===== config.mk =====
export PLATFORM = sky130hd
export DESIGN_NAME = keyboard_scancode_to_ascii_core
export DESIGN_NICKNAME = d
export VERILOG_FILES = /design/src/rtl/core/kbd_pkg.sv /design/src/rtl/core/kbd_ram.sv /design/src/rtl/core/kbd_decode.sv /design/src/rtl/core/keyboard_scancode_to_ascii_core.sv
export SDC_FILE = /design/constraint.sdc
export NUM_CORES = 1
export LEC_CHECK = 0
export BUFFER_PORTS_ARGS = -buffer_cell sky130_fd_sc_hd__clkbuf_2
export CORE_ASPECT_RATIO = 1.25
export CORE_MARGIN = 2
export CORE_UTILIZATION = 65
export CTS_BUF_LIST = sky130_fd_sc_hd__clkbuf_8
export CTS_CLUSTER_SIZE = 25
export DETAILED_ROUTE_END_ITERATION = 6
export PLACE_DENSITY = 0.9
export SYNTH_ARGS = -nofsm -noshare
export SYNTH_HDL_FRONTEND = slang
export SYNTH_SLANG_ARGS = --single-unit

===== constraint.sdc =====
create_clock -name clk -period 4.5 [get_ports clk]
set_input_delay 0.9 -clock clk [delete_from_list [all_inputs] [get_ports clk]]
set_output_delay 0.9 -clock clk [all_outputs]
set_load 0.005 [all_outputs]

===== src/rtl/core/kbd_pkg.sv =====
// Package for the scan code set 1 decoder: flag struct, event codes,
// scan code constants and the US layout key tables. No dependencies.
`timescale 1ns / 1ps

package kbd_pkg;

  // Modifier and lock flags kept in the state memory
  typedef struct packed {
    logic lshift;
    logic rshift;
    logic ctrl;
    logic alt;
    logic caps;
  } kbd_flags_t;

  localparam int FLAGS_W = $bits(kbd_flags_t);

  // One entry holds the flags; a depth of two keeps a one-bit address
  localparam int STATE_DEPTH = 2;
  localparam logic [$clog2(STATE_DEPTH)-1:0] STATE_ADDR = '0;

  typedef enum logic [2:0] {
    EV_NONE   = 3'd0,
    EV_CHAR   = 3'd1,
    EV_BACK   = 3'd2,
    EV_ENTER  = 3'd3,
    EV_CLEAR  = 3'd4,
    EV_SWITCH = 3'd5
  } kbd_event_t;

  localparam logic [6:0] SC_BACKSPACE = 7'h0E;
  localparam logic [6:0] SC_ENTER     = 7'h1C;
  localparam logic [6:0] SC_CTRL      = 7'h1D;
  localparam logic [6:0] SC_LSHIFT    = 7'h2A;
  localparam logic [6:0] SC_RSHIFT    = 7'h36;
  localparam logic [6:0] SC_ALT       = 7'h38;
  localparam logic [6:0] SC_CAPS      = 7'h3A;
  localparam logic [6:0] SC_KEY_L     = 7'h26;
  localparam logic [6:0] SC_F1        = 7'h3B;
  localparam logic [6:0] SC_F3        = 7'h3D;

  localparam logic [6:0] CASE_OFFSET  = 7'd32;  // 'a' - 'A'
  localparam logic [6:0] CHAR_LOW_A   = 7'h61;
  localparam logic [6:0] CHAR_LOW_Z   = 7'h7A;

  // Unshifted US layout; zero marks a key with no printable form
  function automatic logic [6:0] plain_map(input logic [6:0] code);
    logic [6:0] c;
    case (code)
      7'h02: c = 7'h31; 7'h03: c = 7'h32; 7'h04: c = 7'h33; 7'h05: c = 7'h34;
      7'h06: c = 7'h35; 7'h07: c = 7'h36; 7'h08: c = 7'h37; 7'h09: c = 7'h38;
      7'h0A: c = 7'h39; 7'h0B: c = 7'h30; 7'h0C: c = 7'h2D; 7'h0D: c = 7'h3D;
      7'h10: c = 7'h71; 7'h11: c = 7'h77; 7'h12: c = 7'h65; 7'h13: c = 7'h72;
      7'h14: c = 7'h74; 7'h15: c = 7'h79; 7'h16: c = 7'h75; 7'h17: c = 7'h69;
      7'h18: c = 7'h6F; 7'h19: c = 7'h70; 7'h1A: c = 7'h5B; 7'h1B: c = 7'h5D;
      7'h1E: c = 7'h61; 7'h1F: c = 7'h73; 7'h20: c = 7'h64; 7'h21: c = 7'h66;
      7'h22: c = 7'h67; 7'h23: c = 7'h68; 7'h24: c = 7'h6A; 7'h25: c = 7'h6B;
      7'h26: c = 7'h6C; 7'h27: c = 7'h3B; 7'h28: c = 7'h27; 7'h29: c = 7'h60;
      7'h2B: c = 7'h5C;
      7'h2C: c = 7'h7A; 7'h2D: c = 7'h78; 7'h2E: c = 7'h63; 7'h2F: c = 7'h76;
      7'h30: c = 7'h62; 7'h31: c = 7'h6E; 7'h32: c = 7'h6D; 7'h33: c = 7'h2C;
      7'h34: c = 7'h2E; 7'h35: c = 7'h2F;
      7'h39: c = 7'h20;
      default: c = 7'h00;
    endcase
    return c;
  endfunction

  // Shifted forms of digits and punctuation; zero means keep the plain form
  function automatic logic [6:0] shift_map(input logic [6:0] code);
    logic [6:0] c;
    case (code)
      7'h02: c = 7'h21; 7'h03: c = 7'h40; 7'h04: c = 7'h23; 7'h05: c = 7'h24;
      7'h06: c = 7'h25; 7'h07: c = 7'h5E; 7'h08: c = 7'h26; 7'h09: c = 7'h2A;
      7'h0A: c = 7'h28; 7'h0B: c = 7'h29; 7'h0C: c = 7'h5F; 7'h0D: c = 7'h2B;
      7'h1A: c = 7'h7B; 7'h1B: c = 7'h7D;
      7'h27: c = 7'h3A; 7'h28: c = 7'h22; 7'h29: c = 7'h7E; 7'h2B: c = 7'h7C;
      7'h33: c = 7'h3C; 7'h34: c = 7'h3E; 7'h35: c = 7'h3F;
      7'h39: c = 7'h20;
      default: c = 7'h00;
    endcase
    return c;
  endfunction

endpackage


===== src/rtl/core/kbd_ram.sv =====
// Generic single-write, single-read RAM with a registered read port.
// Standalone; no package dependency.
`timescale 1ns / 1ps

module kbd_ram #(
  parameter int WIDTH = 8,
  parameter int DEPTH = 2
) (
  input  logic                     clk,
  input  logic                     we,
  input  logic [$clog2(DEPTH)-1:0] waddr,
  input  logic [WIDTH-1:0]         wdata,
  input  logic                     re,
  input  logic [$clog2(DEPTH)-1:0] raddr,
  output logic [WIDTH-1:0]         rdata
);

  logic [WIDTH-1:0] mem [DEPTH];

  always_ff @(posedge clk) begin
    if (we) begin
      mem[waddr] <= wdata;
    end
    // read returns the old contents on a same-address write
    if (re) begin
      rdata <= mem[raddr];
    end
  end

endmodule


===== src/rtl/core/kbd_decode.sv =====
// Combinational key decode: current flags and scan byte in, updated flags
// and one event out. Uses kbd_pkg for tables, codes and the flag struct.
`timescale 1ns / 1ps

module kbd_decode (
  input  logic [7:0]                scan_byte,
  input  kbd_pkg::kbd_flags_t       cur,
  output kbd_pkg::kbd_flags_t       nxt,
  output kbd_pkg::kbd_event_t       ev,
  output logic [6:0]                ch,
  output logic [1:0]                term
);

  logic [6:0] code;
  logic [6:0] pc;
  logic [6:0] sc;
  logic [6:0] fdiff;
  logic       shift;
  logic       letter;

  assign code   = scan_byte[6:0];
  assign shift  = cur.lshift | cur.rshift;
  assign pc     = kbd_pkg::plain_map(code);
  assign sc     = kbd_pkg::shift_map(code);
  assign fdiff  = code - kbd_pkg::SC_F1;
  assign letter = (pc >= kbd_pkg::CHAR_LOW_A) && (pc <= kbd_pkg::CHAR_LOW_Z);

  always_comb begin
    nxt  = cur;
    ev   = kbd_pkg::EV_NONE;
    ch   = '0;
    term = '0;
    if (scan_byte[7]) begin
      // release: drop the matching modifier
      case (code)
        kbd_pkg::SC_LSHIFT: nxt.lshift = 1'b0;
        kbd_pkg::SC_RSHIFT: nxt.rshift = 1'b0;
        kbd_pkg::SC_CTRL:   nxt.ctrl   = 1'b0;
        kbd_pkg::SC_ALT:    nxt.alt    = 1'b0;
        default: ;
      endcase
    end else if (code == kbd_pkg::SC_CAPS) begin
      nxt.caps = ~cur.caps;
    end else if (code == kbd_pkg::SC_RSHIFT) begin
      nxt.rshift = 1'b1;
    end else if (code == kbd_pkg::SC_LSHIFT) begin
      nxt.lshift = 1'b1;
    end else if (code == kbd_pkg::SC_CTRL) begin
      nxt.ctrl = 1'b1;
    end else if (code == kbd_pkg::SC_ALT) begin
      nxt.alt = 1'b1;
    end else if (cur.ctrl && !shift && code == kbd_pkg::SC_KEY_L) begin
      ev = kbd_pkg::EV_CLEAR;
    end else if (cur.alt && !cur.ctrl && !shift &&
                 (code inside {[kbd_pkg::SC_F1:kbd_pkg::SC_F3]})) begin
      ev   = kbd_pkg::EV_SWITCH;
      term = fdiff[1:0];
    end else if (code == kbd_pkg::SC_BACKSPACE) begin
      ev = kbd_pkg::EV_BACK;
    end else if (code == kbd_pkg::SC_ENTER) begin
      ev = kbd_pkg::EV_ENTER;
    end else if (pc != 7'h00) begin
      ev = kbd_pkg::EV_CHAR;
      if (letter && (cur.caps != shift) && !cur.alt && !cur.ctrl) begin
        ch = pc - kbd_pkg::CASE_OFFSET;
      end else if (shift && !cur.ctrl && !cur.alt && sc != 7'h00) begin
        ch = sc;
      end else begin
        ch = pc;
      end
    end
  end

endmodule


===== src/rtl/core/keyboard_scancode_to_ascii_core.sv =====
// Top level of the scan code set 1 to ASCII decoder.
// Depends on kbd_pkg, kbd_ram and kbd_decode.
`timescale 1ns / 1ps

// Usage
//   Input channel: in_valid / in_stall with scan_byte, one set 1 byte per
//   item; bit 7 set marks a key release. An item is taken at a rising edge
//   with in_valid high and in_stall low.
//   Output channel: out_valid / out_stall with event_res, ascii and
//   terminal_index; exactly one result item per input item, in order.
//   The flags are read at the accepting edge, then decoded and registered
//   into the output register when the read stage advances. Throughput:
//   one item per cycle while the output channel is not stalled, set by the
//   read-modify-write of the single flag entry in the state RAM; a forwarding
//   register covers a write-back that lands on the same edge as the next read.
//   Stall: while out_stall holds a full output register, the item in the
//   read stage waits and in_stall rises; the output payload holds.
//   Reset (rst, synchronous): empties both stages and clears the valid bit
//   of the flag entry, so all modifiers and caps lock read as released/off
//   on the first item after reset. No clearing pass is needed.
//   Extended 0xE0/0xE1 prefixes decode as plain releases and give no event.
module keyboard_scancode_to_ascii_core (
  input  logic       clk,
  input  logic       rst,
  input  logic       in_valid,
  output logic       in_stall,
  input  logic [7:0] scan_byte,
  output logic       out_valid,
  input  logic       out_stall,
  output logic [2:0] event_res,
  output logic [6:0] ascii,
  output logic [1:0] terminal_index
);

  // read stage: item waiting for its flags from the RAM
  logic                 s1_valid;
  logic [7:0]           s1_byte;
  logic                 s1_hit;     // write-back landed on this item's read edge
  logic                 s1_adv;
  logic                 in_take;

  // flags forwarding and RAM valid bit
  kbd_pkg::kbd_flags_t  fwd_flags;
  logic                 mem_valid;
  logic [kbd_pkg::FLAGS_W-1:0] ram_rdata;
  kbd_pkg::kbd_flags_t  cur_flags;
  kbd_pkg::kbd_flags_t  new_flags;

  // decode results
  kbd_pkg::kbd_event_t  dec_ev;
  logic [6:0]           dec_ch;
  logic [1:0]           dec_term;

  // output register
  kbd_pkg::kbd_event_t  out_event;
  logic [6:0]           out_ascii;
  logic [1:0]           out_term;

  // advance the read stage whenever the output register is free or leaving
  assign s1_adv   = s1_valid && (!out_valid || !out_stall);
  assign in_stall = s1_valid && out_valid && out_stall;
  assign in_take  = in_valid && !in_stall;

  kbd_ram #(
    .WIDTH (kbd_pkg::FLAGS_W),
    .DEPTH (kbd_pkg::STATE_DEPTH)
  ) u_state_ram (
    .clk   (clk),
    .we    (s1_adv),
    .waddr (kbd_pkg::STATE_ADDR),
    .wdata (new_flags),
    .re    (in_take),
    .raddr (kbd_pkg::STATE_ADDR),
    .rdata (ram_rdata)
  );

  // pick the freshest flags: forwarded, stored, or reset value
  always_comb begin
    if (s1_hit) begin
      cur_flags = fwd_flags;
    end else if (mem_valid) begin
      cur_flags = kbd_pkg::kbd_flags_t'(ram_rdata);
    end else begin
      cur_flags = '0;
    end
  end

  kbd_decode u_decode (
    .scan_byte (s1_byte),
    .cur       (cur_flags),
    .nxt       (new_flags),
    .ev        (dec_ev),
    .ch        (dec_ch),
    .term      (dec_term)
  );

  // control state
  always_ff @(posedge clk) begin
    if (rst) begin
      s1_valid  <= 1'b0;
      s1_hit    <= 1'b0;
      mem_valid <= 1'b0;
      out_valid <= 1'b0;
    end else begin
      if (in_take) begin
        s1_valid <= 1'b1;
        s1_hit   <= s1_adv;
      end else if (s1_adv) begin
        s1_valid <= 1'b0;
      end
      if (s1_adv) begin
        mem_valid <= 1'b1;
        out_valid <= 1'b1;
      end else if (!out_stall) begin
        out_valid <= 1'b0;
      end
    end
  end

  // payload
  always_ff @(posedge clk) begin
    if (in_take) begin
      s1_byte <= scan_byte;
    end
    if (s1_adv) begin
      fwd_flags <= new_flags;
      out_event <= dec_ev;
      out_ascii <= dec_ch;
      out_term  <= dec_term;
    end
  end

  assign event_res      = out_event;
  assign ascii          = out_ascii;
  assign terminal_index = out_term;

  // a character is the only event that carries an ASCII code
  a_ascii_only_char: assert property (@(posedge clk) disable iff (rst)
    out_valid && (event_res != kbd_pkg::EV_CHAR) |-> ascii == 7'h00)
    else $error("ascii set on a non-character event");

  // a terminal index only accompanies a switch event
  a_term_only_switch: assert property (@(posedge clk) disable iff (rst)
    out_valid && (event_res != kbd_pkg::EV_SWITCH) |-> terminal_index == 2'd0)
    else $error("terminal index set on a non-switch event");

  // the input side stalls only with both stages full and the output held
  a_stall_only_full: assert property (@(posedge clk) disable iff (rst)
    in_stall |-> s1_valid && out_valid && out_stall)
    else $error("input stalled with room in the pipeline");

  // an item leaving the read stage always lands in the output register
  a_adv_fills_out: assert property (@(posedge clk) disable iff (rst)
    s1_adv |=> out_valid)
    else $error("advanced item lost before the output register");

endmodule

### After elaboration in Yosys (flattened, before gate mapping)

Memories as Yosys holds them, arrays and structs flattened. A register that Yosys moved wholly into a read port is not among the register bits.
Index checks and enable logic that the tools add are counted.
Widths: inputs -> output; s select.

| operators by class | value |
|---|---|
| add/sub/neg operators | 2 |
| bitwise gates (word level) | 4 |
| muxes and demuxes | 35 |
| equal/unequal tests | 10 |
| reductions and logical operators | 32 |
| $lt $le $gt $ge | 4 |

Operator list:

| operator | number |
|---|---|
| $eq 7x6->1 const B | 5 |
| $mux 7 | 4 |
| $mux 1 | 19 |
| $logic_and 1x1->1 | 17 |
| $reduce_or 8->1 | 2 |
| $eq 7x5->1 const B | 2 |
| $reduce_bool 7->1 | 2 |
| $mux 3 | 4 |
| $mux 6 | 2 |
| $reduce_or 11->1 | 1 |
| $mux 5 | 2 |
| $mux 4 | 2 |
| $eq 7x4->1 const B | 1 |
| $ge 7x6->1 const B | 1 |
| $ge 7x7->1 const B | 1 |
| $le 7x6->1 const B | 1 |
| $le 7x7->1 const B | 1 |
| $reduce_or 7->1 | 1 |
| $sub 7x6->7 const B | 1 |
| $logic_not 1->1 | 6 |
| $reduce_or 6->1 | 1 |
| $mux 2 | 2 |
| $not 1->1 | 3 |
| $ne 2x1->1 const B | 1 |
| 5 further kinds | 5 |

| word-level totals | value |
|---|---|
| bits in writable memories | 10 |
| word-level logic and storage cells | 105 |
| flip-flop bits (word level) | 29 |
| output and inout bits | 14 |
| memories kept | 3 |
| memory bits (read-only) | 896 |

Memories:

| name | words | bits a word | read ports | clocked after memory_dff | write ports | line | source |
|---|---|---|---|---|---|---|---|
| (name not given) | 64 | 7 | 1 | 1 | 0 | kbd_pkg.sv:72 | `case (code)` |
| (name not given) | 64 | 7 | 1 | 1 | 0 | kbd_pkg.sv:49 | `case (code)` |
| u_state_ram.mem | 2 | 5 | 1 | 1 | 1 | kbd_ram.sv:18 | `logic [WIDTH-1:0] mem [DEPTH];` |

### Longest topological paths before layout

| logic depth | value |
|---|---|
| depth after elaboration | 8 |
| gate-level depth with buffers | 13 |
| mapped depth without buffers | 10 |

### Hierarchy

From an unflattened synthesis, not the netlist that was laid out.

| second synthesis, totals | value |
|---|---|
| cells, all modules | 326 |
| area total of the unflattened synthesis | 3274.4 um2 |

By module, submodules not included:

| module | area each (um2) | instances | cells an instance |
|---|---|---|---|
| kbd_decode | 1791.7 | 1 | 257 |
| keyboard_scancode_to_ascii_core | 963.4 | 1 | 47 |
| kbd_ram | 519.2 | 1 | 22 |

### Worst setup path after synthesis

Ideal clock, no wire load.

| timing path | value |
|---|---|
| path type | input to register |
| from | input port out_stall |
| to | register (tool-made name) |
| setup time | 0.120 ns |
| path buffers | 3 |
| slack | 1.379 ns |
| stages | 13 |
| data arrival time | 3.001 ns |
| path through | nand3_4 > nand2_4 > inv_2 > buf_6 > buf_6 > a21oi_1 > inv_1 > ha_1 > clkbuf_1 > nand2_1 > o21bai_1 > a221o_1 > o31a_1 |

RTL lines:

| what | line | source |
|---|---|---|
| start: declaration | keyboard_scancode_to_ascii_core.sv:29 | `input logic out_stall,` |

==> flow_metrics.py <==
metrics = {
    "timing": {
        "min_period_over_period_pct": 75.54,
        "setup_tns_ps": 0,
        "rsz0062_at_grt": "false",
        "hold_viol_final": 0,
        "fmax_mhz": 294.2,
        "slew_viol_final": 0,
        "period_needed_ps": 3399,
        "setup_viol": 0,
        "finalWorstSetupSlack_ps": 1101,
        "worst_slew_pin_slew_ps": 898.0,
        "maxSlewHeadroom_pct": 39.58,
        "fin_worst_skew_ps": 13.87,
    },
    "cells_and_area": {
        "layout-drive-gt1-share_pct": 13.02,
        "antenna_cells": 0,
        "syn_to_final_growth_pct": 6.200,
        "fin_nets": 436,
        "utilization_pct": 70.68,
        "instances_no_fill": 471,
    },
    "setup_path": {
        "ff2ff_setup_slack_ps": 1370,
        "worstPathRequired_ps": 4690,
        "crit_path_end_kind": "flop",
        "arrival_ps": 3590,
        "crit_type": "in -> reg",
        "crit_fanout": 18,
        "r2r_cells": 10,
        "r2r_start": "out_valid",
        "start_kind": "input port",
    },
    "clock_network": {
        "cts_tree": "built",
        "clock_path_buffers": 2,
        "cts_max_level": 2,
        "hold_buffers": 0,
        "clockRootBuffer": "clkbuf_8",
        "cts_setup_buffers": 0,
        "cts.sinks": 48,
        "numCtsBuffers": 5,
        "clk_latency_ps": 300,
        "cts_resized": 0,
        "clkTransAtPathRegs_ps": 90,
    },
    "floorplanning": {
        "die_h_um": 86.89,
        "design.die.area_sq_um": 6108,
        "core_sq_um": 5368,
        "start_util_pct": 66.55,
        "dieWidth_um": 70.31,
        "ios": 26,
        "row_count": 30,
    },
    "route": {
        "drc": 0,
        "antenna_left": 0,
        "vias": 3506,
        "wl_per_cell_um": 21.00,
        "drtIter0Drc": 492,
        "wirelength_um": 9892,
        "via_per_inst": 7.444,
        "firstDrtPassIters": 5,
    },
    "min_path": {
        "holdPathEnd": "u_state_ram.rdata[0]",
        "hold_class": "reg -> reg",
        "holdCritStartpoint": "u_state_ram.mem[0][0]",
        "whs_path_depth": 0,
    },
    "place": {
        "dp_hpwl_um": 7104,
        "io_buffers": 25,
        "dp_cells": 463,
        "gp_congestion": 1.033,
        "pre_cts_ws_ps": 863.6,
    },
    "grt": {
        "grt_pass1_vias": 3163,
        "gr-total-overflow": 0,
        "track_usage_pct": 32.76,
        "grt_max_degree": 36,
        "grt_pass1_wl_um": 15840,
        "antenna_found_initial": 0,
    },
    "logic_synthesis": {
        "ys.flop_type": "edfxtp_1",
        "synth_warnings": 0,
        "syn_avg_cell_area_sq_um": 8.953,
        "synth-seq-area-share_pct": 35.31,
        "ys_ff_latch": 48,
        "async_reset_ff_share_pct": 0,
        "ys_types": 78,
        "synthesis.area_sq_um": 3572,
        "synth_edf_count": 30,
        "synthCells": 399,
        "synth.net_count": 429,
    },
    "pwr": {
        "vdd_ir_drop_max_mv": 0.1643,
        "power_density_nw_per_um2": 313.8,
        "leakagePower_nw": 1.466,
    },
    "job": {
        "cap_violations": 0,
    },
    "outcome": {
        "status": "finished clean",
    },
}
==> critical path, stage by stage <==
cell and delay (ps):
clkbuf_2 150, nand3_4 210, nand2_4 210, inv_2 100, a21oi_2 540, inv_1 300
ha_1 420, nand2_1 180, o21bai_1 70, a221o_1 380, o31a_1 110
==> worst max-delay path by stage <==
stage / start / end / slack, ps / depth (start not counted)
after CTS: out_stall / flop / 1180 / 11
after floorplan: out_stall / flop / 1380 / 13
after global placement: out_stall / flop / 1020 / 11
after global routing: out_stall / flop / 940 / 11
final: out_stall / flop / 1100 / 11
after detailed placement: out_stall / flop / 860 / 11
==> cells by family (layout without fill, tap and decap cells) <==
kind of cell | after synthesis | after routing | synth area share, %
muxes | 10 | 10 | 3.187
buffers and inverters | 47 | 55 | 5.885
adders and majority gates | 18 | 18 | 6.305
and+or+nand+nor | 137 | 137 | 20.53
AOI/OAI and AO/OA | 133 | 133 | 27.32
DFF | 48 | 48 | 35.31
xor gates and xnor gates | 6 | 6 | 1.471
==> cell usage in the layout (no fill, tap or decap), types with 8 or more instances in the layout <==
cell | synthesis | routed
clkbuf_2 | 0 | 25
edfxtp_1 | 30 | 30
mux2i_1 | 8 | 8
a31oi_1 | 9 | 9
a21oi_1 | 29 | 29
nand3_1 | 10 | 10
nand2_1 | 35 | 35
o21ai_0 | 9 | 9
ha_1 | 18 | 18
inv_1 | 16 | 17
nand4_1 | 12 | 12
nand2b_1 | 10 | 10
nor2_1 | 28 | 28
a221oi_1 | 10 | 10
dfxtp_1 | 18 | 18
==> metrics by stage <==
stage | hold slack, ps | instance area (sq um) | total power, mW
final | 470.1 | 3794 | 1.190
after global routing | 484.9 | 3794 | 1.231
after CTS | 476.2 | 3794 | 1.175
after detailed placement | 455.3 | 3661 | 0.8249
after global placement | 444.5 | 3661 | 0.8155
after floorplan | 427.4 | 3572 | 0.7482
==> cell usage after synthesis, types with 3 or more instances <==
| master | instances | area (sq um) |
|---|---|---|
| o22ai_1 | 6 | 37.54 |
| a22o_1 | 3 | 26.28 |
| o31ai_1 | 4 | 30.03 |
| buf_2 | 6 | 30.03 |
| xnor2_1 | 4 | 35.03 |
| o311ai_1 | 3 | 26.28 |
| nand2_1 | 35 | 131.4 |
| a211oi_1 | 6 | 45.04 |
| dfxtp_1 | 18 | 360.4 |
| nor4_1 | 6 | 37.54 |
| nand2b_1 | 10 | 62.56 |
| nand4b_1 | 3 | 26.28 |
| a221oi_1 | 10 | 87.58 |
| buf_1 | 5 | 18.77 |
| nor3_1 | 7 | 35.03 |
| o21ai_0 | 9 | 45.04 |
| clkbuf_1 | 13 | 48.80 |
| o21ai_1 | 6 | 30.03 |
| nand4_1 | 12 | 75.07 |
| a21oi_1 | 29 | 145.1 |
| inv_1 | 16 | 60.06 |
| ha_1 | 18 | 225.2 |
| a32oi_1 | 3 | 26.28 |
| mux2i_1 | 8 | 80.08 |
| nor2_1 | 28 | 105.1 |
| o211ai_1 | 4 | 30.03 |
| buf_6 | 3 | 33.78 |
| a31oi_1 | 9 | 56.30 |
| edfxtp_1 | 30 | 900.9 |
| or3_1 | 3 | 18.77 |
| nor2b_1 | 6 | 37.54 |
| nand3_1 | 10 | 50.05 |
| a22oi_1 | 4 | 30.03 |
| a21o_1 | 4 | 30.03 |
| inv_2 | 3 | 11.26 |
==> where the power goes <==
| part | switching, mW | internal (mW) | total, mW |
|---|---|---|---|
| sequential | 0.0392 | 0.507 | 0.547 |
| combinational | 0.177 | 0.104 | 0.281 |
| clock | 0.143 | 0.220 | 0.363 |
| total | 0.359 | 0.831 | 1.19 |
==> per-layer routing <==
layer	wire (um)	global-route usage, %
met4	678	20.80
met1	3715	40.15
met5	0	0
met2	4655	54.55
met3	844	4.167
==> final cells by class <==
type | instances | area [sq um]
timing repair buffer | 28 | 147.6
multi-input combinational | 304 | 2101
sequential | 48 | 1261
fill | 403 | 1574
tap | 64 | 80.08
inverter | 19 | 71.32
clock inverter | 3 | 63.81
clock buffer | 5 | 68.82
(Power assumes the default switching activity.)
